$ cat src/design/spc_pkg.sv
// ----------------------------------------------------------------------------
// spc_pkg: shared types and constants
// Sizes, register indexes and the queue entry of the sprite pixel converter.
// ----------------------------------------------------------------------------
`default_nettype none

package spc_pkg;

  localparam int MAX_LINES = 256;
  localparam int MAX_PAIRS = 4;

  localparam int WORD_W  = 16;              // plane word width, pixels per line word
  localparam int XPOS_W  = 4;               // pixel position within a segment
  localparam int ROW_W   = $clog2(MAX_LINES);
  localparam int POS_W   = $clog2(MAX_LINES + 2);
  localparam int PAIR_W  = (MAX_PAIRS > 1) ? $clog2(MAX_PAIRS) : 1;
  localparam int STRIP_W = $clog2(2 * MAX_PAIRS);
  localparam int LCNT_W  = 9;
  localparam int PCNT_W  = 3;
  localparam int COL_W   = 6;
  localparam int IDX_W   = 5;

  localparam int QDEPTH  = 4;
  localparam int QPTR_W  = $clog2(QDEPTH);
  localparam int QCNT_W  = $clog2(QDEPTH + 1);

  // configuration register indexes
  localparam logic REG_LINE_COUNT = 1'b0;
  localparam logic REG_PAIR_COUNT = 1'b1;

  localparam logic [LCNT_W-1:0] LINE_COUNT_RST = LCNT_W'(16);
  localparam logic [PCNT_W-1:0] PAIR_COUNT_RST = PCNT_W'(1);

  // one line segment handed from the front to the back
  typedef struct packed {
    logic [WORD_W-1:0]   plane_a;
    logic [WORD_W-1:0]   plane_b;
    logic [2*WORD_W-1:0] even;      // {B,A} of the matching even line
    logic [ROW_W-1:0]    row;
    logic [PAIR_W-1:0]   pair;
    logic                attached;
    logic                frame_end;
  } spc_cmd_t;

endpackage

`default_nettype wire

$ cat src/design/spc_back.sv
// ----------------------------------------------------------------------------
// spc_back: pixel emitter
// Walks a segment leftmost pixel first and drives the output register.
// ----------------------------------------------------------------------------
`default_nettype none

module spc_back import spc_pkg::*; (
  input  wire logic          clk,
  input  wire logic          rst_n,
  input  wire spc_cmd_t      head,
  input  wire logic          empty,
  output logic               pop,
  output logic               pix_valid,
  input  wire logic          pix_ready,
  output logic [ROW_W-1:0]   pix_row,
  output logic [COL_W-1:0]   pix_column,
  output logic [IDX_W-1:0]   pix_index,
  output logic               pix_line_done,
  output logic               pix_frame_done
);

  logic [XPOS_W-1:0]  x_r;
  logic               load, last;
  logic [XPOS_W-1:0]  bitsel;
  logic [3:0]         v;
  logic [IDX_W-1:0]   idx;
  logic               valid_r;
  logic [ROW_W-1:0]   row_r;
  logic [COL_W-1:0]   col_r;
  logic [IDX_W-1:0]   idx_r;
  logic               ldone_r, fdone_r;

  assign load   = !empty && (!valid_r || pix_ready);
  assign last   = (x_r == '1);
  assign pop    = load && last;
  assign bitsel = ~x_r;            // bit 15 goes out first

  always_comb begin
    v = {head.plane_b[bitsel], head.plane_a[bitsel],
         head.even[WORD_W + 32'(bitsel)], head.even[bitsel]};
    if (!head.attached) begin
      idx = IDX_W'({head.plane_b[bitsel], head.plane_a[bitsel]});
    end else if (v == '0) begin
      idx = '0;
    end else begin
      idx = {1'b1, v};
    end
  end

  always_ff @(posedge clk) begin
    if (!rst_n) begin
      x_r     <= '0;
      valid_r <= 1'b0;
    end else begin
      if (load) begin
        x_r     <= XPOS_W'(x_r + XPOS_W'(1));
        valid_r <= 1'b1;
      end else if (pix_ready) begin
        valid_r <= 1'b0;
      end
    end
  end

  always_ff @(posedge clk) begin
    if (load) begin
      row_r   <= head.row;
      col_r   <= COL_W'({head.pair, x_r});
      idx_r   <= idx;
      ldone_r <= last;
      fdone_r <= last && head.frame_end;
    end
  end

  assign pix_valid      = valid_r;
  assign pix_row        = row_r;
  assign pix_column     = col_r;
  assign pix_index      = idx_r;
  assign pix_line_done  = ldone_r;
  assign pix_frame_done = fdone_r;

endmodule

`default_nettype wire

$ cat config.mk
export PLATFORM = sky130hd
export DESIGN_NAME = spc_back
export DESIGN_NICKNAME = d
export VERILOG_FILES = /design/src/design/spc_pkg.sv /design/src/design/spc_back.sv
export SDC_FILE = /design/constraint.sdc
export NUM_CORES = 1
export LEC_CHECK = 0
export ABC_AREA = 0
export BUFFER_PORTS_ARGS = -buffer_cell sky130_fd_sc_hd__clkbuf_2
export CAP_MARGIN = 20
export CORE_ASPECT_RATIO = 1.75
export CORE_MARGIN = 3
export CORE_UTILIZATION = 41
export DETAILED_ROUTE_END_ITERATION = 7
export PLACE_DENSITY = 0.8
export SLEW_MARGIN = 30
export SYNTH_ARGS = -nofsm -noshare
export SYNTH_HDL_FRONTEND = slang
export SYNTH_SLANG_ARGS = --single-unit
$ cat constraint.sdc
create_clock -name clk -period 3.1 [get_ports clk]
set_clock_uncertainty 0.15 [all_clocks]
set_input_delay 0.31 -clock clk [delete_from_list [all_inputs] [get_ports clk]]
set_output_delay 0.31 -clock clk [all_outputs]
set_load 0.05 [all_outputs]
==> out/metrics.yaml, run 1 <==
drt:
  drc: 0
  wirelength_mm: 3.10
  drt_iter0_drc: 19
  viasPerCell: 5.14
  firstDrtPassIters: 4
  ant_nets: 0
  vias: 1228
  wl_per_cell_um: 12.9
floorplan:
  die_w_um: 51.4
  num_rows: 28
  die_h_um: 85.4
  dieArea_um2: 4390
  core_um2: 3430
  io_pins: 103
  initial_core_util_pct: 43.0
yosys:
  syn-num-nets: 174
  synthTopCellsByArea: "edfxtp_1 43%, mux4_1 18%, mux4_2 9.1%, dfxtp_1 6.8%, and2_1 3.0%"
  ys_ff_latch: 26
  post_synth_instance_area_um2: 1480
  postSynthCellCount: 93
  ys_warn_count: 0
  ys_async_sr_fraction_pct: 0
  synth_top_area_share_pct: 42.7
  synth_edf_count: 21
  yosysSeqAreaShare_pct: 49.4
  synth_most_common_cell: "edfxtp_1"
  synth_area_per_cell_um2: 15.9
  netlist_top_cells_count: "21 x edfxtp_1, 10 x mux4_1, 7 x and2_1"
  synth_top_flop_cell: "edfxtp_1"
  yosys.area.top_type: "edfxtp_1"
  yosysUniqueCellTypes: 32
place:
  port_buffers: 102
  gp_congestion: 0.774
  placed_cells: 235
hold_path:
  hold_end: "pix_row[5]"
  min-delay-start: "head[9]"
  hold-path-cell-count: 1
  hold_class: "in2reg"
grt:
  antenna_found_initial: 0
  grt_max_degree: 25
  grt_pass1_wl_mm: 4.79
  grt.overflow.total: 0
  grt_pass1_vias: 1267
  track_usage_pct: 14.0
worst_setup_path:
  reg2reg_depth: 4
  end_kind: "flop"
  crit_arrival_ns: 2.28
  r2r_end: "pix_index[4]"
  r2r-start: "x_r[1]"
  cp_max_fo: 18
  r2r_slack_ns: 0.69
  critPathLaunchType: "flop"
  critical_path_class: "reg2reg"
  required_ns: 2.97
clock_tree:
  cts_buffers: 3
  postCtsSetupBuffers: 0
  clock_sinks: 26
  htreeDepth: 1
  path_clk_slew_ns: 0.08
  cts.path.max_buffers: 2
  post_cts.resized_instances: 0
  cts-root-buf: "clkbuf_8"
  ctsHoldBuffers: 0
  cts_tree: "done"
  worstSkewPairLatency_ns: 0.26
power_and_ir_drop:
  p_int_mw: 0.602
  power_leakage_nw: 0.955
  pwr-share-seq_pct: 49.7
  switching_power_mw: 0.234
  p_clk_share_pct: 21.8
  power_density_nw_per_um2: 407
  sw_frac_of_total_pct: 28.0
  ir_worst_vdd_v: 0.000194
  combPwrFrac_pct: 28.5
timing:
  fmax_ghz: 0.415
  finalSetupViolCount: 0
  fin_setup_tns_ns: 0
  finalHoldViolCount: 0
  min_period_over_period_pct: 77.8
  fin_crit_ns: 2.41
  max_slew_margin_pct: 54.6
  rsz0062_at_grt: "false"
  worst_pin_slew_ns: 0.680
  drv_slew: 0
final_layout:
  diodes: 0
  area_growth_pct: 39.0
  drive_gt1_share_pct: 60.8
  nets: 276
  fin_cells: 239
  fin_util_pct: 59.8
run:
  drv_cap: 0
status:
  status: "complete, no violations"
-- per-stage QoR --
step	setup WS, ns	cell area, um2	hold WS [ns]	power [mW]
floorplan	0.352	1480	0.253	0.594
global placement	0.695	2010	0.338	0.660
detailed placement	0.663	2010	0.339	0.665
CTS	0.659	2050	0.0607	0.846
global route	0.527	2050	0.0523	0.880
finish	0.688	2050	0.0679	0.836
-- flip-flops by register name, indices dropped and copies added (netlist names) --
register / count
pix_column: 6
pix_frame_done: 1
pix_index: 5
pix_line_done: 1
pix_row: 8
pix_valid: 1
x_r: 4
-- power by group through the flow --
| stage | Sequential (mW) | Combinational [mW] | Clock [mW] |
|---|---|---|---|
| 2_1_floorplan | 0.488 | 0.106 | 0 |
| 3_3_place_gp | 0.423 | 0.237 | 0 |
| 3_5_place_dp | 0.424 | 0.241 | 0 |
| 4_1_cts | 0.416 | 0.241 | 0.188 |
| 5_1_grt | 0.418 | 0.256 | 0.206 |
| 6_report | 0.415 | 0.238 | 0.182 |
-- cell usage in the layout (no fill, tap or decap) --
master and count:
clkbuf_2 102, edfxtp_1 21, mux4_1 10, and2_1 7, mux4_2 6, nand3_1 5, dfxtp_1 5, nor2b_1 3
nand2_1 3, xor2_1 3, clkbuf_8 3, mux2i_1 2, o22ai_1 2, a21oi_1 2, mux2_2 2, buf_4 2
nor2_2 1, or2_2 1, nand2b_1 1, and3_1 1, nor2_1 1, a22oi_1 1, a22oi_2 1, nor3b_1 1
nor3_1 1, inv_1 1, o21a_1 1, o41a_1 1, o21ai_0 1, a21boi_0 1, ha_1 1, clkinv_1 1
-- cell families (layout without fill, tap and decap cells) --
| group | Yosys count | in the layout | synth area share (%) |
|---|---|---|---|
| fa+ha+maj | 1 | 1 | 0.847 |
| mux | 20 | 20 | 29.8 |
| flops | 26 | 26 | 49.4 |
| buf+inv | 8 | 109 | 3.81 |
| compound gates | 10 | 10 | 5.00 |
| simple gates | 25 | 25 | 9.31 |
| xor+xnor | 3 | 3 | 1.78 |
-- critical path, stage by stage, from the launching register on --
cell     delay [ns]
dfxtp_1        0.76
mux4_2         0.58
mux2i_1        0.15
a21oi_1        0.11
o41a_1         0.42
-- layer usage --
layer / GRT usage (%) / part of all wire [%] / up-vias
met5: 0 / 0 / -
met4: 5.73 / 1.7 / 0
met3: 3.16 / 12 / 6
met2: 26.3 / 52 / 83
met1: 14.2 / 34 / 554
li1: - / - / 585
-- how the worst max path moves through the flow --
stage / startpoint / end / slack [ns]
2_1_floorplan: pix_valid / pop / 0.35
3_3_place_gp: x_r[1] / pix_index[4] / 0.70
3_5_place_dp: x_r[1] / pix_index[4] / 0.66
4_1_cts: x_r[1] / pix_index[4] / 0.66
5_1_grt: x_r[1] / pix_index[4] / 0.53
6_report: x_r[1] / pix_index[4] / 0.69
-- layout make-up --
class                   count  area, um2
multi-input cells          59        693
fillers                   325       1380
flip-flops and latches     26        731
well taps                  45       56.3
inverters                   1       3.75
repair buffers            104        526
clock inverters             1       3.75
clock buffers               3       41.3
(Power assumes the default switching activity.)
==> run 2: changes to the inputs <==
==> constraint.sdc (replaced) <==
create_clock -name clk -period 2.4 [get_ports clk]
set_clock_uncertainty 0.15 [all_clocks]
set_input_delay 0.24 -clock clk [delete_from_list [all_inputs] [get_ports clk]]
set_output_delay 0.24 -clock clk [all_outputs]
set_load 0.05 [all_outputs]
==> run 2 against run 1 <==
Against the previous run: via count grew 3.9%; global-route usage grew 1.9 points; first-iteration DRC count is 53% lower; worst hold slack improved by 0.010 ns; core utilization increased by 4.0 points; register-to-register slack worse by 0.48 ns; wire length increased by 14%; clock power grew 49%; sequential share of layout area decreased by 2.2 points.
==> out/metrics.yaml, run 2 (same netlist as run 1, synthesis figures left out) <==
power_and_ir_drop:
  p_clk_share_pct: 23.8  # +2.0 points
  switching_power_mw: 0.314  # +34%
  pwr-share-seq_pct: 46.8  # -2.9 points
  sw_frac_of_total_pct: 27.5  # -0.46 points
  power_density_nw_per_um2: 521  # +28%
  p_int_mw: 0.827  # +37%
  power_leakage_nw: 1.02  # +6.5%
  ir_worst_vdd_v: 0.000324  # +67%
  combPwrFrac_pct: 29.4  # +0.9 points
timing:
  hold_ws_ns: 0.0780  # +0.0101 ns
  fmax_ghz: 0.456  # +9.9%
  fin_setup_tns_ns: 0  # unchanged
  min_period_over_period_pct: 91.5  # +14 points
  worst_pin_slew_ns: 0.416  # -0.264 ns
  finalSetupViolCount: 0  # unchanged
  max_slew_margin_pct: 72.2  # +18 points
  rsz0062_at_grt: "false"
  fin_crit_ns: 2.20  # -0.217 ns
  finalHoldViolCount: 0  # unchanged
  drv_slew: 0  # unchanged
hold_path:
  hold_class: "in2reg"
grt:
  antenna_found_initial: 0  # unchanged
  track_usage_pct: 15.9  # +1.9 points
  grt_pass1_vias: 1271  # +0.32%
  grt_max_degree: 22  # -12%
  grt_pass1_wl_mm: 5.27  # +10%
  grt.overflow.total: 0  # unchanged
clock_tree:
  postCtsSetupBuffers: 0  # unchanged
  ctsHoldBuffers: 7  # +7
  cts.path.max_buffers: 2  # unchanged
  cts_tree: "done"
  clock_sinks: 26  # unchanged
  cts_buffers: 3  # unchanged
  htreeDepth: 1  # unchanged
  cts-root-buf: "clkbuf_8"
  post_cts.resized_instances: 0  # unchanged
  path_clk_slew_ns: 0.08  # about the same
  worstSkewPairLatency_ns: 0.27  # about the same
worst_setup_path:
  cpPeakStageDelay_ns: 0.56  # -0.20 ns
  critPathSlowestCell: "mux4_1"
  critical_path_class: "reg2reg"
  end_kind: "flop"
  cp_max_fo: 18  # unchanged
  crit_arrival_ns: 2.07  # -0.21 ns
  path_cells: "buf_12, mux4_1, o22ai_1, a21oi_1, o41a_1"
  required_ns: 2.27  # -0.70 ns
  critPathLaunchType: "flop"
place:
  port_buffers: 102  # unchanged
  dp.final_hpwl_mm: 2.89
  gp_congestion: 0.767  # -0.96%
status:
  status: "complete, no violations"
final_layout:
  layout_common_cells: "102 x clkbuf_2, 21 x edfxtp_1, 10 x mux4_1, 10 x dlygate4sd3_1, 7 x and2_1"
  diodes: 0  # unchanged
  n_fill_cell: 291  # -10%
  largest_reg_flops: 8  # unchanged
  drive_gt1_share_pct: 58.7  # -2.1 points
  area_growth_pct: 48.3
  nets: 288  # +4.3%
  mostFrequentLayoutCell: "clkbuf_2"
drt:
  vias: 1276  # +3.9%
  firstDrtPassIters: 4  # unchanged
  viasPerCell: 5.08  # -1.1%
  wirelength_mm: 3.54  # +14%
  drc: 0  # unchanged
  ant_nets: 0  # unchanged
  wl_per_cell_um: 14.1  # +8.9%
  drt_iter0_drc: 9  # -10
floorplan:
  dieArea_um2: 4390  # unchanged
  initial_core_util_pct: 43.0  # unchanged
  num_rows: 28  # unchanged
  die_w_um: 51.4  # unchanged
  io_pins: 103  # unchanged
  core_um2: 3430  # unchanged
  die_h_um: 85.4  # unchanged
run:
  drv_cap: 0  # unchanged
## run 2: changes by cell type in the layout (fill, tap and decap cells not counted), sizes merged
cell / change
clkbuf: +1
buf: +2
dlygate4sd3: +10
clkinv: -1
## run 2: through the flow
stage / area (um2) / power [mW] / util [%] / std cells / setup slack (ns)
3_5_place_dp: 2040 / 0.870 / 59.3 / 237 / 0.205
3_3_place_gp: 2040 / 0.862 / 59.3 / 237 / 0.244
4_1_cts: 2160 / 1.15 / 63.0 / 248 / 0.181
5_1_grt: 2190 / 1.19 / 63.8 / 251 / 0.0640
6_report: 2190 / 1.14 / 63.8 / 251 / 0.205
2_1_floorplan: 1480 / 0.767 / - / 93 / 0.116
## run 2: path summary, 6_finish.rpt
kind                                 endpoint  startpoint  cells after the start  slack [ns]
worst min register to register  pix_column[0]      x_r[0]                      1        0.50
worst max-delay path             pix_index[4]      x_r[0]                      5        0.20
worst min-delay path                pix_valid       rst_n                      2        0.08
worst max register to register   pix_index[4]      x_r[0]                      5        0.20
## run 2: metal layers
| layer | up-vias | wire (um) | track usage, % |
|---|---|---|---|
| met5 | - | 0 | 0 |
| met4 | 0 | 67 | 7.16 |
| met2 | 87 | 1890 | 29.6 |
| met3 | 5 | 401 | 3.34 |
| met1 | 578 | 1180 | 16.1 |
| li1 | 606 | - | - |
## run 2: area by class of cell
cell class / instances / area [um2] / share of cell area (%)
sequential: 26 / 731 / 33.3
multi-input combinational: 59 / 693 / 31.6
timing repair buffer: 116 / 653 / 29.8
tap: 45 / 56.3 / 2.57
clock buffer: 4 / 55.1 / 2.51
inverter: 1 / 3.75 / 0.171
## run 2: power by group through the flow
stage | registers, mW | clock network [mW] | logic [mW]
6_report | 0.534 | 0.272 | 0.336
3_3_place_gp | 0.542 | 0 | 0.319
3_5_place_dp | 0.544 | 0 | 0.326
5_1_grt | 0.536 | 0.295 | 0.359
4_1_cts | 0.534 | 0.280 | 0.335
2_1_floorplan | 0.630 | 0 | 0.137
## run 2: critical path, delay by kind of cell (launching register included)
family | cells | cell delay, ns
flops | 1 | 0.36
buf+inv | 1 | 0.17
compound gates | 3 | 0.71
mux | 1 | 0.56
