File: src/design/spc_pkg.sv
// ----------------------------------------------------------------------------
// spc_pkg: shared types and constants
// Sizes, register indexes and the queue entry of the sprite pixel converter.
// ----------------------------------------------------------------------------
`default_nettype none

package spc_pkg;

  localparam int MAX_LINES = 256;
  localparam int MAX_PAIRS = 4;

  localparam int WORD_W  = 16;              // plane word width, pixels per line word
  localparam int XPOS_W  = 4;               // pixel position within a segment
  localparam int ROW_W   = $clog2(MAX_LINES);
  localparam int POS_W   = $clog2(MAX_LINES + 2);
  localparam int PAIR_W  = (MAX_PAIRS > 1) ? $clog2(MAX_PAIRS) : 1;
  localparam int STRIP_W = $clog2(2 * MAX_PAIRS);
  localparam int LCNT_W  = 9;
  localparam int PCNT_W  = 3;
  localparam int COL_W   = 6;
  localparam int IDX_W   = 5;

  localparam int QDEPTH  = 4;
  localparam int QPTR_W  = $clog2(QDEPTH);
  localparam int QCNT_W  = $clog2(QDEPTH + 1);

  // configuration register indexes
  localparam logic REG_LINE_COUNT = 1'b0;
  localparam logic REG_PAIR_COUNT = 1'b1;

  localparam logic [LCNT_W-1:0] LINE_COUNT_RST = LCNT_W'(16);
  localparam logic [PCNT_W-1:0] PAIR_COUNT_RST = PCNT_W'(1);

  // one line segment handed from the front to the back
  typedef struct packed {
    logic [WORD_W-1:0]   plane_a;
    logic [WORD_W-1:0]   plane_b;
    logic [2*WORD_W-1:0] even;      // {B,A} of the matching even line
    logic [ROW_W-1:0]    row;
    logic [PAIR_W-1:0]   pair;
    logic                attached;
    logic                frame_end;
  } spc_cmd_t;

endpackage

`default_nettype wire

File: src/design/spc_queue.sv
// ----------------------------------------------------------------------------
// spc_queue: segment queue
// Small FIFO between classifier and pixel emitter.
// ----------------------------------------------------------------------------
`default_nettype none

module spc_queue import spc_pkg::*; (
  input  wire logic          clk,
  input  wire logic          rst_n,
  input  wire logic          push,
  input  wire spc_cmd_t      push_cmd,
  input  wire logic          pop,
  output spc_cmd_t           head,
  output logic               empty,
  output logic [QCNT_W-1:0]  count
);

  spc_cmd_t            ent_r [QDEPTH];
  logic [QPTR_W-1:0]   wr_ptr_r, rd_ptr_r;
  logic [QCNT_W-1:0]   count_r, count_nxt;

  always_comb begin
    count_nxt = count_r;
    if (push && !pop) begin
      count_nxt = QCNT_W'(count_r + QCNT_W'(1));
    end else if (pop && !push) begin
      count_nxt = QCNT_W'(count_r - QCNT_W'(1));
    end
  end

  always_ff @(posedge clk) begin
    if (!rst_n) begin
      wr_ptr_r <= '0;
      rd_ptr_r <= '0;
      count_r  <= '0;
    end else begin
      count_r <= count_nxt;
      if (push) begin
        wr_ptr_r <= QPTR_W'(wr_ptr_r + QPTR_W'(1));
      end
      if (pop) begin
        rd_ptr_r <= QPTR_W'(rd_ptr_r + QPTR_W'(1));
      end
    end
  end

  always_ff @(posedge clk) begin
    if (push) begin
      ent_r[wr_ptr_r] <= push_cmd;
    end
  end

  assign head  = ent_r[rd_ptr_r];
  assign empty = (count_r == '0);
  assign count = count_r;

endmodule

`default_nettype wire

File: config.mk
export PLATFORM = sky130hd
export DESIGN_NAME = spc_queue
export DESIGN_NICKNAME = d
export VERILOG_FILES = /design/src/design/spc_pkg.sv /design/src/design/spc_queue.sv
export SDC_FILE = /design/constraint.sdc
export NUM_CORES = 1
export LEC_CHECK = 0
export ABC_CLOCK_PERIOD_IN_PS = 2900
export BUFFER_PORTS_ARGS = -buffer_cell sky130_fd_sc_hd__buf_4
export CAP_MARGIN = 20
export CORE_MARGIN = 2
export CORE_UTILIZATION = 53
export CTS_BUF_LIST = sky130_fd_sc_hd__clkbuf_8
export CTS_CLUSTER_DIAMETER = 40
export DETAILED_ROUTE_END_ITERATION = 8
export PLACE_DENSITY = 0.89
export SYNTH_ARGS = -nofsm -noshare
export SYNTH_HDL_FRONTEND = slang
export SYNTH_SLANG_ARGS = --single-unit
File: constraint.sdc
create_clock -name clk -period 2.9 [get_ports clk]
set_input_delay 0.58 -clock clk [delete_from_list [all_inputs] [get_ports clk]]
set_output_delay 0.58 -clock clk [all_outputs]
set_load 0.02 [all_outputs]
==> run_results.csv, run 1 <==
group,metric,value,unit
timing,period_needed,2.609,ns
global_route,antenna_found_initial,0,
clock_network,cts.path.max_buffers,3,
routing,ant_nets,0,
layout,syn_to_final_growth,21.30,%
clock_network,cts_tree,"done",
timing,setup_viol,0,
synthesis,syn_area,11450,um^2
routing,vias,5293,
die,num_rows,53,
clock_network,numCtsBuffers,48,
power,max-vdd-ir-drop,497.8,uV
worst_setup_path,r2r-end,"ent_r[1][57]",
synthesis,async_flop_share,0,%
worst_setup_path,critPathRequiredTime,2.32,ns
timing,slew_headroom,52.16,%
worst_setup_path,path_class,"reg2out",
global_route,grt_max_degree,47,
power,swShare,23.66,%
power,p_seq_share,53.7,%
clock_network,cts-root-buf,"clkbuf_8",
place,portBuffers,159,
timing,fmax,0.3833,GHz
worst_setup_path,cp_max_fo,38,
synthesis,synth.area.top_cells,"edfxtp_1, mux4_2, dfxtp_1",
worst_setup_path,r2r_cells,4,
place,hpwl,12970,um
worst_hold_path,hold_class,"in2reg",
routing,vias_per_cell,5.508,
place,gp_congestion,0.6887,
die,core,21090,um^2
global_route,first_global_vias,5824,
die,die_area,22790,um^2
synthesis,ys_seq_elements,313,
synthesis,yosys.cell_count.top_type,"edfxtp_1",
timing,finalSetupTns,0,ns
layout,nets,733,
routing,wirelength,20960,um
power,cellPowerDensity,705.8,nW/um^2
worst_setup_path,cp-end-kind,"output pin",
outcome,status,"complete, no violations",
synthesis,ys_types,21,
power,p_switching,0.002319,W
clock_network,cts_sinks,313,
layout,multi_input_area,1964,um^2
routing,drc,0,
global_route,grt.overflow.total,0,
clock_network,clk_pin_slew,0.07,ns
worst_setup_path,worstPathArrival,2.03,ns
job,drv_cap,0,
layout,drive_gt1_share,46.36,%
timing,timing.final.hold_violations,0,
synthesis,yosysTopAreaCellShare,79.74,%
clock_network,clk-insertion-delay-late,0.54,ns
layout,antenna_cells,0,
routing,drtPass1Iterations,4,
synthesis,yosys_most_used_dff,"edfxtp_1",
power,clockPowerShare,33.7,%
clock_network,ctsHtreeMaxLevel,2,
power,comb_power_share,12.6,%
timing,grt_setup_unrepaired,"false",
synthesis,synth_seq_area_share,81.31,%
timing,fin_crit_sh,89.96,%
die,design.portCount,160,
synthesis,synthCells,439,
timing,slew_violations,0,
worst_setup_path,regToRegSetupSlack,1.18,ns
die,initial_utilization,54.29,%
synthesis,syn_nets,525,
layout,fin_util,65.85,%
timing,fin_skew,0.01326,ns
routing,drt_iter0_drc,281,
global_route,grt_pass1_wl,31510,um
synthesis,yosysWarnings,0,
synthesis,yosysTopAreaCell,"edfxtp_1",
synthesis,syn_area_per_cell,26.08,um^2
global_route,grt.total_usage,18.64,%
die,die_h,151.0,um
die,fp.dieW,151.0,um
worst_setup_path,cp-start-kind,"flop",
synthesis,synth_common_cells,"edfxtp_1, mux4_2, and2_1, dfxtp_1",
worst_setup_path,regToRegStartpoint,"wr_ptr_r[1]",
power,power.leakage,4.778,nW
worst_setup_path,crit_path_end,"head[17]",
power,p_int,0.007483,W
layout,register_area,9316,um^2
routing,wire_per_inst,21.81,um
timing,tightest_slew,0.7176,ns
layout,fillers,1332,
synthesis,synth_enable_flop_cells,304,
[registers in the layout (all words and copies together) (netlist names), named ones only]
signal,flops
count,3
ent_r,304
wr_ptr_r,2
rd_ptr_r,2
[worst max-delay path: stages (launching register included)]
cell and delay, ns:
dfxtp_4 0.41, buf_16 0.28, mux4_2 0.57, buf_4 0.18
[final cells by class]
cell class / count / share of cell area (%)
Multi-Input combinational cell: 105 / 14.15
Clock inverter: 39 / 1.442
Sequential cell: 313 / 67.09
Clock buffer: 50 / 4.955
Timing Repair Buffer: 175 / 9.785
Tap cell: 275 / 2.478
Inverter: 4 / 0.1081
[metrics by stage]
step / instance area, um^2 / power [W] / std cells / hold WS [ns] / setup slack [ns]
after global routing: 13890 / 0.01018 / 961 / 0.1890 / 0.1811
after detailed placement: 12960 / 0.006609 / 868 / 0.5575 / 0.6041
after global placement: 12960 / 0.006542 / 868 / 0.4939 / 0.6248
final: 13890 / 0.009802 / 961 / 0.2322 / 0.2911
after CTS: 13850 / 0.009906 / 957 / 0.1940 / 0.005706
after floorplan: 11450 / 0.006078 / 439 / 0.5276 / 0.1037
[metal layers]
metal / routed length, um / global-route usage (%)
met5: 0 / 0
met3: 1399 / 4.518
met1: 8085 / 23.86
met4: 308 / 5.327
met2: 11170 / 32.18
[repair_timing]
action | in CTS | in global routing
endpoints found under the setup margin | 0 | 38
gates resized for setup | 0 | 1
hold buffers | 0 | 0
buffers inserted | 0 | 4
[power groups by stage]
stage                     Combinational, W  Sequential (W)  Clock (W)
final                              0.00124         0.00526    0.00330
after global routing               0.00131         0.00528    0.00359
after CTS                          0.00124         0.00528    0.00339
after detailed placement           0.00124         0.00537          0
after global placement             0.00119         0.00535          0
after floorplan                   0.000729         0.00535          0
[cell usage in the layout, fill, tap and decap left out, types with 5 or more instances in the layout]
master / count
edfxtp_1: 304
buf_4: 172
inv_1: 15
and2_1: 5
dfxtp_1: 7
clkinv_1: 17
clkinv_2: 6
ha_1: 5
clkbuf_8: 50
mux4_2: 76
[cells by family (layout without fill, tap and decap cells)]
| kind of cell | Yosys count | after routing | synth area share, % |
|---|---|---|---|
| xor gates and xnor gates | 5 | 5 | 0.3826 |
| DFF | 313 | 313 | 81.31 |
| AOI/OAI and AO/OA | 2 | 2 | 0.1093 |
| buffers and inverters | 21 | 268 | 1.617 |
| and+or+nand+nor | 14 | 14 | 0.7321 |
| muxes | 78 | 78 | 15.13 |
| adders and majority gates | 6 | 6 | 0.7213 |
[worst min path at each step]
stage	from	to	slack, ns	depth (start not counted)
2_1_floorplan	wr_ptr_r[1]	wr_ptr_r[1]	0.53	2
3_3_place_gp	count[2]	count[2]	0.49	2
3_5_place_dp	wr_ptr_r[1]	wr_ptr_r[1]	0.56	2
4_1_cts	push_cmd[10]	ent_r[0][10]	0.19	1
5_1_grt	push_cmd[75]	ent_r[3][75]	0.19	1
6_report	push_cmd[34]	ent_r[0][34]	0.23	1
Power figures use the tool's default switching activity.
==> run 2: changes to the inputs <==
- PLACE_DENSITY: 0.89 -> 0.8
==> run_results.csv, run 2 (synthesized netlist as in run 1, its figures left out) <==
group,metric,value,unit
outcome,status,"complete, no violations",
clock_network,cts_hold_buf,0,
worst_setup_path,cp-end-kind,"output pin",
job,drv_cap,0,
timing,finalSetupTns,0,ns
place,hpwl,12710,um
timing,period_needed,2.661,ns
layout,largest_reg_flops,304,
routing,ant_nets,0,
power,max-vdd-ir-drop,407.2,uV
die,design.portCount,160,
global_route,grt.total_usage,18.55,%
clock_network,cts_sinks,313,
layout,regMostFlops,"ent_r",
global_route,first_global_vias,5823,
clock_network,cts_resized,0,
worst_hold_path,hold_class,"in2reg",
layout,final_cell_mix,"edfxtp_1, buf_4, mux4_2",
timing,grt_setup_unrepaired,"false",
routing,wire_per_inst,21.50,um
timing,fin_skew,0.01827,ns
place,dp_slack,0.6198,ns
timing,setup_viol,0,
global_route,antenna_found_initial,1,
worst_setup_path,cp_max_fo,12,
clock_network,cts.path.max_buffers,3,
layout,nets,738,
global_route,grt_max_degree,48,
worst_setup_path,critPathRequiredTime,2.32,ns
die,fp.dieW,151.0,um
timing,timing.final.hold_violations,0,
power,finalPower,0.009615,W
worst_setup_path,worstPathArrival,2.08,ns
die,core,21090,um^2
die,initial_utilization,54.29,%
clock_network,cts_setup_buffers,0,
routing,drc,0,
timing,fin_crit_sh,91.77,%
timing,fmax,0.3757,GHz
clock_network,clk_pin_slew,0.06,ns
power,power.leakage,4.823,nW
routing,vias_per_cell,5.474,
worst_setup_path,path_class,"reg2out",
clock_network,numCtsBuffers,48,
layout,syn_to_final_growth,21.51,%
global_route,grt_pass1_wl,31370,um
clock_network,clk-insertion-delay-late,0.54,ns
timing,tightest_slew,0.5517,ns
global_route,grt.overflow.total,0,
clock_network,cts-root-buf,"clkbuf_8",
timing,slew_violations,0,
power,cellPowerDensity,691.2,nW/um^2
routing,drt_iter0_drc,258,
clock_network,cts_tree,"done",
routing,drtPass1Iterations,4,
timing,setup_ws,0.2386,ns
place,portBuffers,159,
place,gp_congestion,0.6945,
die,die_area,22790,um^2
layout,fin_util,65.97,%
worst_setup_path,cp-start-kind,"flop",
clock_network,ctsHtreeMaxLevel,2,
routing,wirelength,20730,um
die,die_h,151.0,um
die,num_rows,53,
routing,vias,5277,
layout,drive_gt1_share,46.22,%
timing,slew_headroom,63.22,%
layout,final_common_cell,"edfxtp_1",
## run 2: cell count changes in the layout (fill, tap and decap cells not counted), moves of 2 or more
| cell | delta |
|---|---|
| buf_12 | +5 |
| inv_1 | +14 |
| clkinv_2 | -2 |
| inv_6 | -2 |
| clkinv_1 | -12 |
| clkinvlp_4 | +3 |
| clkinv_4 | -2 |
## run 2: final timing paths
check                             startpoint      endpoint  slack, ns  cells after the start
worst max-delay path                    flop      head[67]       0.24                      3
worst min-delay path            push_cmd[36]  ent_r[2][36]       0.23                      1
worst max register to register   wr_ptr_r[0]  ent_r[3][62]       1.12                      3
worst min register to register   wr_ptr_r[1]   wr_ptr_r[1]       0.56                      2
## run 2: layout make-up
cell class	count	area, um^2
clock inverter	37	155.1
inverter	4	15.01
timing repair buffer	180	1439
clock buffer	49	674.4
multi-input combinational	105	1964
fill	1382	7177
tap	275	344.1
antenna	1	2.502
sequential	313	9316
## run 2: worst max-delay path, stage by stage, from the launching register on
cell and delay [ns]:
dfxtp_4 0.47, buf_4 0.30, mux4_2 0.57, buf_4 0.18
## run 2: where the power goes
part	internal [W]	switching [W]	leakage, nW
Combinational	0.000594	0.000638	1.45
Clock	0.00157	0.00154	0.509
Sequential	0.00520	0.0000799	2.87
Total	0.00736	0.00226	4.82
## run 2: per-layer routing
layer	GRT usage (%)	up-vias	share of wire, %
met5	0	-	0
met4	5.981	0	1.6
met3	5.693	31	7.8
met2	31.02	191	51
met1	23.54	2743	40
li1	-	2312	-
## run 2: through the flow
step	area (um^2)	cells	hold WS (ns)
3_5_place_dp	13020	869	0.5473
6_report	13910	964	0.2296
2_1_floorplan	11450	439	0.5276
3_3_place_gp	13020	869	0.5002
5_1_grt	13910	963	0.1836
4_1_cts	13850	955	0.1843
==> run 3: changes to the inputs <==
- ABC_CLOCK_PERIOD_IN_PS: 2900 -> 3300
- CORE_UTILIZATION: 53 -> 55
- clock period: 2.9 -> 3.3 ns (I/O delays scaled with it)
==> run_results.csv, run 3 (synthesized netlist as in run 1, its figures left out) <==
group,metric,value,unit
power,max-vdd-ir-drop,386.2,uV
worst_hold_path,hold_class,"in2reg",
timing,slew_violations,0,
place,portBuffers,159,
clock_network,numCtsBuffers,49,
timing,holdWs,0.3034,ns
timing,tightest_slew,0.6491,ns
routing,wirelength,20860,um
place,gp_congestion,0.7356,
clock_network,cts_setup_buffers,0,
routing,drc,0,
layout,final_common_cell,"edfxtp_1",
die,initial_utilization,56.40,%
worst_setup_path,critPathRequiredTime,2.64,ns
place,place_inst,864,
clock_network,cts_sinks,313,
layout,finish.instance_area,13860,um^2
routing,vias_per_cell,5.530,
global_route,grt.total_usage,19.35,%
worst_setup_path,cp_slowest_cell,"dfxtp_4",
layout,drive_gt1_share,45.91,%
clock_network,clk-insertion-delay-late,0.56,ns
timing,finalSetupTns,0,ns
place,hpwl,12640,um
clock_network,cts_tree,"done",
clock_network,ctsHtreeMaxLevel,2,
die,fp.dieW,148.3,um
job,drv_cap,0,
worst_setup_path,path_class,"reg2out",
die,core,20300,um^2
die,die_h,148.3,um
clock_network,cts_resized,0,
timing,timing.final.hold_violations,0,
global_route,first_global_vias,5715,
routing,drtPass1Iterations,5,
power,finalPower,0.008623,W
layout,final_cell_mix,"edfxtp_1, buf_4, mux4_2",
worst_setup_path,worstPathArrival,2.18,ns
worst_setup_path,cp_cell_sequence,"buf_4 -> mux4_2 -> buf_4",
clock_network,cts_hold_buf,0,
worst_hold_path,hold-path-cell-count,1,
worst_setup_path,cpPeakStageDelay,0.63,ns
routing,ant_nets,0,
clock_network,cts.path.max_buffers,3,
worst_setup_path,cp_max_fo,32,
power,cellPowerDensity,622.0,nW/um^2
die,design.portCount,160,
layout,fillers,1269,
timing,fmax,0.3517,GHz
layout,stdcell_count,955,
place,dpl_cell_area,12960,um^2
global_route,antenna_found_initial,1,
timing,setup_viol,0,
clock_network,clk_pin_slew,0.07,ns
die,num_rows,52,
layout,largest_reg_flops,304,
worst_setup_path,cp-end-kind,"output pin",
outcome,status,"complete, no violations",
routing,vias,5281,
layout,syn_to_final_growth,21.09,%
global_route,grt_pass1_wl,31930,um
global_route,grt.overflow.total,0,
timing,grt_setup_unrepaired,"false",
timing,fin_crit_sh,86.16,%
timing,fin_skew,0.02603,ns
clock_network,cts-root-buf,"clkbuf_8",
die,die_area,21990,um^2
layout,nets,731,
timing,period_needed,2.843,ns
layout,regMostFlops,"ent_r",
routing,wire_per_inst,21.84,um
worst_setup_path,r2r_cells,4,
power,power.leakage,4.792,nW
routing,drt_iter0_drc,348,
worst_setup_path,critPathMostFrequentCell,"buf_4",
timing,slew_headroom,56.73,%
worst_setup_path,cp-start-kind,"flop",
global_route,grt_max_degree,54,
[run 3: cell types whose count changed in the layout (fill, tap and decap cells not counted)]
cell / change
clkinv_2: +1
clkinv_1: +4
inv_1: -4
buf_12: -4
clkbuf_8: +3
bufinv_16: +1
buf_4: -4
clkinvlp_4: -1
[run 3: power breakdown]
part | switching (W) | internal [W]
sequential | 0.0000643 | 0.00457
combinational | 0.000567 | 0.000500
clock | 0.00139 | 0.00153
total | 0.00202 | 0.00660
[run 3: critical path, delay by kind of cell, from the launching register on]
| kind | cells | cell delay, ns |
|---|---|---|
| flops | 1 | 0.63 |
| buf+inv | 2 | 0.60 |
| mux | 1 | 0.38 |
[run 3: layer usage]
layer  GRT usage (%)  part of all wire [%]  vias up
met5               0                     0        -
met4           5.905                   1.8        0
met3           5.798                   8.2       33
met2           31.46                    50      213
met1           25.80                    40     2736
li1                -                     -     2299
[run 3: final cells by class]
type	count	area, um^2	share of cell area, %
clock inverters	38	182.7	1.318
repair buffers	172	1329	9.585
flip-flops and latches	313	9316	67.20
diodes	1	2.502	0.01805
well taps	270	337.8	2.437
multi-input cells	105	1964	14.17
clock buffers	52	715.7	5.162
inverters	4	15.01	0.1083
[run 3: metrics by stage]
step,setup WS [ns],utilization [%]
2_1_floorplan,0.4237,-
3_3_place_gp,1.001,63.86
3_5_place_dp,0.9827,63.86
4_1_cts,0.3757,68.28
5_1_grt,0.3345,68.28
6_report,0.4567,68.29
[run 3: worst paths after layout]
check | startpoint | endpoint | slack [ns]
worst min-delay path | push_cmd[38] | ent_r[3][38] | 0.30
worst max register to register | wr_ptr_r[0] | ent_r[0][23] | 1.43
worst min register to register | wr_ptr_r[1] | wr_ptr_r[1] | 0.57
worst max-delay path | flop | head[8] | 0.46
